File: src/srt_pkg.sv
// Shared types and constants for the slot registry table.
package srt_pkg;

	localparam int SRT_MAX_SLOTS = 32;
	localparam logic signed [15:0] HANDLER_NONE = -16'sd1;
	localparam logic [7:0] TYPE_FREE = 8'd0;

	typedef enum logic [1:0] {
		CMD_ENABLE  = 2'd0,
		CMD_DISABLE = 2'd1,
		CMD_QUERY   = 2'd2,
		CMD_FETCH   = 2'd3
	} srt_cmd_t;

	typedef struct packed {
		srt_cmd_t           command;
		logic [7:0]         type_id;
		logic signed [15:0] handler_index;
	} srt_req_t;

	typedef struct packed {
		logic               present;
		logic signed [15:0] handler_out;
		logic               table_full;
		logic [5:0]         active_count_out;
	} srt_rsp_t;

	typedef struct packed {
		logic               load;
		logic               scan;
		logic               wrap;
	} srt_ctl_t;

	typedef struct packed {
		logic               scan_done;
	} srt_stat_t;

	typedef struct packed {
		logic [7:0]         slot_type;
		logic signed [15:0] slot_handler;
	} srt_slot_t;

endpackage

File: src/srt_ctrl.sv
// Controller state machine that sequences load, slot scan and wrap-up of a request.
module srt_ctrl
	import srt_pkg::*;
(
	input  logic      clk,
	input  logic      arst_n,
	input  logic      start,
	input  srt_stat_t stat,
	output srt_ctl_t  ctl,
	output logic      busy,
	output logic      done
);

	typedef enum logic [1:0] {
		ST_IDLE,
		ST_SCAN,
		ST_WRAP
	} state_t;

	state_t state_q;
	logic   busy_q;
	logic   done_q;

	always_comb begin
		ctl.load = start && (state_q == ST_IDLE);
		ctl.scan = (state_q == ST_SCAN);
		ctl.wrap = (state_q == ST_WRAP);
	end

	always_ff @(posedge clk or negedge arst_n) begin
		if (!arst_n) begin
			state_q <= ST_IDLE;
			busy_q  <= 1'b0;
			done_q  <= 1'b0;
		end else begin
			done_q <= 1'b0;
			unique case (state_q)
				ST_IDLE: begin
					if (start) begin
						state_q <= ST_SCAN;
						busy_q  <= 1'b1;
					end
				end
				ST_SCAN: begin
					if (stat.scan_done) begin
						state_q <= ST_WRAP;
					end
				end
				ST_WRAP: begin
					state_q <= ST_IDLE;
					busy_q  <= 1'b0;
					done_q  <= 1'b1;
				end
				default: begin
					state_q <= ST_IDLE;
					busy_q  <= 1'b0;
				end
			endcase
		end
	end

	assign busy = busy_q;
	assign done = done_q;

	// The result strobe only follows the wrap-up cycle and never overlaps a busy request.
	a_done_after_wrap: assert property (@(posedge clk) disable iff (!arst_n)
		done_q |-> $past(state_q == ST_WRAP))
		else $error("result strobe without wrap-up");
	a_done_not_busy: assert property (@(posedge clk) disable iff (!arst_n)
		done_q |-> !busy_q)
		else $error("result strobe while busy");

endmodule

File: src/srt_dpath.sv
// Datapath: slot memory, scan pointer, compare stage, active count and result register.
module srt_dpath
	import srt_pkg::*;
#(
	parameter int MAX_SLOTS = SRT_MAX_SLOTS
) (
	input  logic      clk,
	input  logic      arst_n,
	input  srt_ctl_t  ctl,
	input  srt_req_t  req,
	output srt_stat_t stat,
	output srt_rsp_t  rsp
);

	localparam int IDX_W = (MAX_SLOTS > 1) ? $clog2(MAX_SLOTS) : 1;
	localparam int CNT_W = $clog2(MAX_SLOTS + 1);
	localparam logic [CNT_W-1:0] CNT_MAX = CNT_W'(MAX_SLOTS);

	srt_slot_t mem [MAX_SLOTS];

	srt_cmd_t           cmd_q;
	logic [7:0]         tid_q;
	logic signed [15:0] hnd_q;
	logic [CNT_W-1:0]   count_q;
	logic [CNT_W-1:0]   idx_q;
	logic               stop_q;
	logic               present_q;
	logic signed [15:0] hout_q;
	srt_rsp_t           res_q;

	srt_slot_t          rdata_s1;
	logic [CNT_W-1:0]   idx_s1;
	logic               vld_s1;

	logic               issue;
	logic               cmp_en;
	logic               hit;
	logic               hit_free;
	logic               is_last;
	logic               we;
	logic [IDX_W-1:0]   waddr;
	srt_slot_t          wdata;
	logic               append;
	logic [CNT_W-1:0]   count_wrap;

	assign issue    = ctl.scan && !stop_q && (idx_q < count_q);
	assign cmp_en   = ctl.scan && vld_s1 && !stop_q;
	assign hit      = (rdata_s1.slot_type == tid_q);
	assign hit_free = (rdata_s1.slot_type == TYPE_FREE);
	assign is_last  = ((idx_s1 + CNT_W'(1)) == count_q);
	assign append   = ctl.wrap && (cmd_q == CMD_ENABLE) && !stop_q && (count_q < CNT_MAX);
	assign count_wrap = append ? (count_q + CNT_W'(1)) : count_q;

	assign stat.scan_done = stop_q || (!vld_s1 && (idx_q >= count_q));

	// One write port: a reused or cleared slot during the scan, or an append at wrap-up.
	always_comb begin
		we    = 1'b0;
		waddr = idx_s1[IDX_W-1:0];
		wdata = '{slot_type: tid_q, slot_handler: hnd_q};
		if (cmp_en && (cmd_q == CMD_ENABLE) && hit_free) begin
			we = 1'b1;
		end else if (cmp_en && (cmd_q == CMD_DISABLE) && hit) begin
			we    = 1'b1;
			wdata = '{slot_type: TYPE_FREE, slot_handler: HANDLER_NONE};
		end else if (append) begin
			we    = 1'b1;
			waddr = count_q[IDX_W-1:0];
		end
	end

	always_ff @(posedge clk) begin
		if (we) begin
			mem[waddr] <= wdata;
		end
	end

	// Reads are issued one slot per cycle; the compare stage works on each read in the cycle after it is issued.
	always_ff @(posedge clk) begin
		if (issue) begin
			rdata_s1 <= mem[idx_q[IDX_W-1:0]];
			idx_s1   <= idx_q;
		end
	end

	always_ff @(posedge clk or negedge arst_n) begin
		if (!arst_n) begin
			count_q <= '0;
			vld_s1  <= 1'b0;
			stop_q  <= 1'b0;
		end else begin
			priority if (ctl.load) begin
				vld_s1 <= 1'b0;
				stop_q <= 1'b0;
			end else if (ctl.wrap) begin
				vld_s1  <= 1'b0;
				count_q <= count_wrap;
			end else begin
				vld_s1 <= issue;
				if (cmp_en) begin
					unique case (cmd_q)
						CMD_ENABLE: begin
							if (hit_free) begin
								stop_q <= 1'b1;
							end
						end
						CMD_DISABLE: begin
							// Only a match in the last active slot shrinks the count.
							if (hit && is_last) begin
								count_q <= count_q - CNT_W'(1);
								stop_q  <= 1'b1;
							end
						end
						CMD_QUERY, CMD_FETCH: begin
							if (hit) begin
								stop_q <= 1'b1;
							end
						end
						default: begin
							stop_q <= stop_q;
						end
					endcase
				end
			end
		end
	end

	always_ff @(posedge clk) begin
		if (ctl.load) begin
			cmd_q     <= req.command;
			tid_q     <= req.type_id;
			hnd_q     <= req.handler_index;
			idx_q     <= '0;
			present_q <= 1'b0;
			hout_q    <= HANDLER_NONE;
		end else begin
			if (issue) begin
				idx_q <= idx_q + CNT_W'(1);
			end
			if (cmp_en && hit && ((cmd_q == CMD_QUERY) || (cmd_q == CMD_FETCH))) begin
				present_q <= 1'b1;
				hout_q    <= rdata_s1.slot_handler;
			end
		end
	end

	always_ff @(posedge clk) begin
		if (ctl.wrap) begin
			res_q.present          <= present_q;
			res_q.handler_out      <= (cmd_q == CMD_FETCH) ? hout_q : HANDLER_NONE;
			res_q.table_full       <= (cmd_q == CMD_ENABLE) && !stop_q && !append;
			res_q.active_count_out <= 6'(count_wrap);
		end
	end

	assign rsp = res_q;

	a_count_range: assert property (@(posedge clk) disable iff (!arst_n)
		count_q <= CNT_MAX)
		else $error("active count beyond capacity");
	a_compare_in_range: assert property (@(posedge clk) disable iff (!arst_n)
		vld_s1 |-> (idx_s1 < count_q))
		else $error("compare stage holds a slot outside the active range");

endmodule

File: src/slot_registry_table_top.sv
// Top level of the slot registry table: controller plus datapath.
//
//  channel   ports                 handshake
//  request   start, busy, req      taken at a clock edge with start high and busy low
//  result    done, rsp             done high for one cycle; rsp valid in that cycle
//
// With count active slots, a scan over every slot issues count reads, each compared in the stage
// behind, before wrap-up; an empty table ends the scan at once. Enable stops at the first
// free slot and query and fetch at the first hit, so a hit ends the scan early.
// The scan reads the slot memory (one read and one write port) one slot per cycle; busy stays high until done.
// Reset clears the active count and the controller; slot contents are not cleared.
// The receiver cannot stall; the next request is taken at the edge that ends the done cycle.
module slot_registry_table_top
	import srt_pkg::*;
#(
	parameter int MAX_SLOTS = SRT_MAX_SLOTS
) (
	input  logic     clk,
	input  logic     arst_n,
	input  logic     start,
	input  srt_req_t req,
	output logic     busy,
	output logic     done,
	output srt_rsp_t rsp
);

	srt_ctl_t  ctl;
	srt_stat_t stat;

	srt_ctrl u_ctrl (
		.clk    (clk),
		.arst_n (arst_n),
		.start  (start),
		.stat   (stat),
		.ctl    (ctl),
		.busy   (busy),
		.done   (done)
	);

	srt_dpath #(
		.MAX_SLOTS (MAX_SLOTS)
	) u_dpath (
		.clk    (clk),
		.arst_n (arst_n),
		.ctl    (ctl),
		.req    (req),
		.stat   (stat),
		.rsp    (rsp)
	);

endmodule

File: config.mk
export PLATFORM = sky130hd
export DESIGN_NAME = slot_registry_table_top
export DESIGN_NICKNAME = d
export VERILOG_FILES = /design/src/srt_pkg.sv /design/src/srt_ctrl.sv /design/src/srt_dpath.sv /design/src/slot_registry_table_top.sv
export SDC_FILE = /design/constraint.sdc
export NUM_CORES = 1
export LEC_CHECK = 0
export BUFFER_PORTS_ARGS = -buffer_cell sky130_fd_sc_hd__buf_2
export CAP_MARGIN = 5
export CORE_MARGIN = 4
export CORE_UTILIZATION = 56
export CTS_BUF_LIST = sky130_fd_sc_hd__clkbuf_8 sky130_fd_sc_hd__clkbuf_16
export DETAILED_ROUTE_END_ITERATION = 16
export HOLD_SLACK_MARGIN = 0.06
export PLACE_DENSITY = 0.75
export RECOVER_POWER = 25
export SKIP_LAST_GASP = 1
export SYNTH_ARGS = -nofsm -noshare
export SYNTH_HDL_FRONTEND = slang
export SYNTH_HIERARCHICAL = 1
export SYNTH_SLANG_ARGS = --single-unit
export TNS_END_PERCENT = 10
File: constraint.sdc
create_clock -name clk -period 4.5 [get_ports clk]
set_input_delay 0.675 -clock clk [delete_from_list [all_inputs] [get_ports clk]]
set_output_delay 0.675 -clock clk [all_outputs]
set_load 0.005 [all_outputs]
==> impl_results.md <==
- Outcome: complete, but fails checks
- Failing checks: capacitance limit, slew limit
- Worst hold path type: input port to flip-flop
- Tcrit/Tclk final: 85.4%
- Final wirelength: 83200 µm
- Maxcap violations: 12
- Critical path arrival: 4.00 ns
- Vias in the first global route: 16800
- # setup viols final: 0
- Distinct cells, synth: 62
- Total Power: 23.3 mW
- RR Startpoint: u_ctrl/state_q[1]$_DFFE_PN0P_
- Area Growth Syn to Fin: 13.8%
- Core Area: 60700 µm²
- GP Congestion: 0.898
- Post-route cell area: 39300 µm²
- GRT Resource Usage Total: 25.6%
- DP Area: 36500 µm²
- Port-buffer cells: 54
- Via-to-Cell Ratio: 6.70
- Initial Utilization: 56.9%
- Mapped Nets: 1592
- Slew Limit Fails: 399
- Slowest cell on the critical path: clkbuf_1
- WL/cell: 32.8 µm
- Reg2reg setup slack: 0.66 ns
- Clock Pin Slew Worst Setup and Hold Paths: 0.06 ns
- Clk root buf: clkbuf_16
- Hold Violations, Final: 0
- Worst slack, placed: 0.831 ns
- Hold path start: req[7]
- Critical path required time: 4.66 ns
- Share of cells above drive strength 1: 32.6%
- Top FF cell, synth: edfxtp_1
- Die W: 256 µm
- Leakage: 12.5 nW
- F_max: 260 MHz
- Asr flop ratio synth: 1.36%
- First-pass GRT wire length: 121000 µm
- Least-Margin Pin Slew: 2.92 ns
- # rows: 90
- Min Tclk post-route: 3.84 ns
- H-tree levels: 3
- Max Root-Sink Buffers: 3
- Layout Nets: 1727
- Initial DRT Pass Iterations: 5
- Area share of the largest cell type after synthesis: 73.8%
- Pwr dens: 592 nW/µm²
- Setup ws final: 0.658 ns
- Routed Antenna Nets: 0
- CTS tree: done
- Mapped Cells: 1553
- Crit-path max cell delay: 1.33 ns
- YS warnings: 6
- Hpwl dp: 50300 µm
- WS Path Type: flip-flop to flip-flop
- Post-synthesis sequential area ratio: 76.0%
- Die height: 256 µm
- Post-synthesis instance area: 34500 µm²
- Pin count of the biggest net entering global routing: 60
- Total CTS buffers: 85
- IO Count: 55
- Family with the most delay on the worst path: buffers and inverters
- Slew headroom: -94.9%
- RSZ-0062 raised after global routing: false
- Crit path max fanout: 32
- Total setup buffers inserted after CTS: 0
- Fin util: 64.7%
- Hold path endpoint: u_dpath/hnd_q[7]$_DFFE_PP_
- Seq cells post-synth: 883
- Die area: 65700 µm²
- Synth area leader: edfxtp_1
- Starting DRT DRC Count: 2679
- Setup Skew: 0.0258 ns
- Crit-path cells: nor2b_1 -> and3b_1 -> nand3b_1 -> or4_1 -> buf_4 -> nand2b_1 -> clkbuf_1
- VDD IR-drop max: 0.482 mV
- Initial antenna violation count: 8
- Top cells by area, synth: edfxtp_1, mux4_2, dfxtp_1
- CP startpoint kind: flip-flop
- Vias: 17000
- Remaining Overflow, GRT: 0
- # DRC: 0
- Reg2Reg Depth: 7
- Syn avg cell area: 22.2 µm²
- WHS Path Cells: 1
- Buffers and inverters on the worst path: 2
- Reg2reg end: u_dpath/mem[17][10]$_DFFE_PP_
- Most frequent cells in the layout: edfxtp_1, mux4_2, clkbuf_16
- Total clock sinks: 883
- Kind of end point of the critical path: flip-flop
- Clk_lat worst skew: 0.64 ns
- EDFF count, synth: 848
- Most common cell after layout, fill and taps aside: edfxtp_1
-- through the flow --
step | instances | hold slack (ns) | setup TNS [ns]
5_1_grt | 2539 | 0.190 | 0
3_5_place_dp | 2382 | 0.422 | 0
2_1_floorplan | 1553 | 0.379 | -56.59
4_1_cts | 2539 | 0.180 | 0
6_report | 2540 | 0.220 | 0
3_3_place_gp | 2382 | 0.415 | 0
-- sequential cells by signal, indices dropped and copies added, names as in the netlist --
signal             cells
u_dpath/vld_s1         1
u_dpath/cmd_q          2
u_dpath/mem          768
u_dpath/rdata_s1      24
u_dpath/rsp           24
u_dpath/idx_q          6
u_dpath/hnd_q         16
u_dpath/hout_q        16
u_dpath/stop_q         1
u_dpath/tid_q          8
u_dpath/idx_s1         6
u_dpath/count_q        6
u_ctrl/state_q         2
u_ctrl/done            1
u_dpath/present_q      1
u_ctrl/busy            1
-- metal layers --
layer / global-route usage (%) / vias up / share of wire [%]
met2: 37.9 / 1142 / 46
li1: - / 6797 / -
met3: 6.80 / 160 / 13
met5: 0 / - / 0.016
met1: 38.0 / 8908 / 37
met4: 8.23 / 2 / 3.8
-- synth_stat cells, types with 17 or more instances --
cell	n
edfxtp_1	848
mux4_2	240
clkbuf_1	40
nand2_1	38
a211oi_1	36
mux2_2	29
mux2i_1	24
dfxtp_1	23
nand2b_1	21
nor2_1	20
xnor2_1	17
-- how the worst max path moves through the flow --
| stage | from | endpoint | slack [ns] | cells after the start |
|---|---|---|---|---|
| CTS | u_ctrl/state_q[1]$_DFFE_PN0P_ | u_dpath/mem[3][18]$_DFFE_PP_ | 0.80 | 9 |
| finish | u_ctrl/state_q[1]$_DFFE_PN0P_ | u_dpath/mem[17][10]$_DFFE_PP_ | 0.66 | 7 |
| floorplan | u_ctrl/state_q[0]$_DFFE_PN0P_ | u_dpath/mem[22][0]$_DFFE_PP_ | -0.18 | 8 |
| global placement | u_dpath/rdata_s1[16]$_DFFE_PN_ | u_dpath/mem[6][8]$_DFFE_PP_ | 0.85 | 6 |
| global route | u_ctrl/state_q[0]$_DFFE_PN0P_ | u_dpath/count_q[1]$_DFFE_PN0P_ | 0.35 | 7 |
| detailed placement | u_dpath/rdata_s1[16]$_DFFE_PN_ | u_dpath/mem[6][15]$_DFFE_PP_ | 0.83 | 6 |
-- cells by family after synthesis --
kind of cell	share of synthesized area [%]
AO/OA/AOI/OAI	1.87
XOR/XNOR	0.482
adder cells (fa/ha/maj)	0.363
buffers and inverters	1.35
flip-flops	76.0
multiplexers	17.3
AND/OR/NAND/NOR	2.65
-- what timing repair did --
item                      4_1_cts  5_1_grt
resized for setup               0        0
hold endpoints to repair       12        0
hold buffers                    1        0
-- power breakdown --
part / switching, mW / internal (mW) / leakage, nW
sequential: 0.378 / 9.54 / 8.03
clock: 3.02 / 4.18 / 1.40
combinational: 3.46 / 2.69 / 3.03
total: 6.86 / 16.4 / 12.5
-- cell type report --
type | count | area [µm²]
Timing Repair Buffer | 132 | 913
Sequential cell | 883 | 26200
Fill cell | 3818 | 21400
Tap cell | 782 | 978
Inverter | 12 | 45.0
Multi-Input combinational cell | 574 | 8250
Clock inverter | 65 | 622
Clock buffer | 91 | 2230
Antenna cell | 1 | 2.50
No activity file was read; power rests on OpenSTA's default activity.
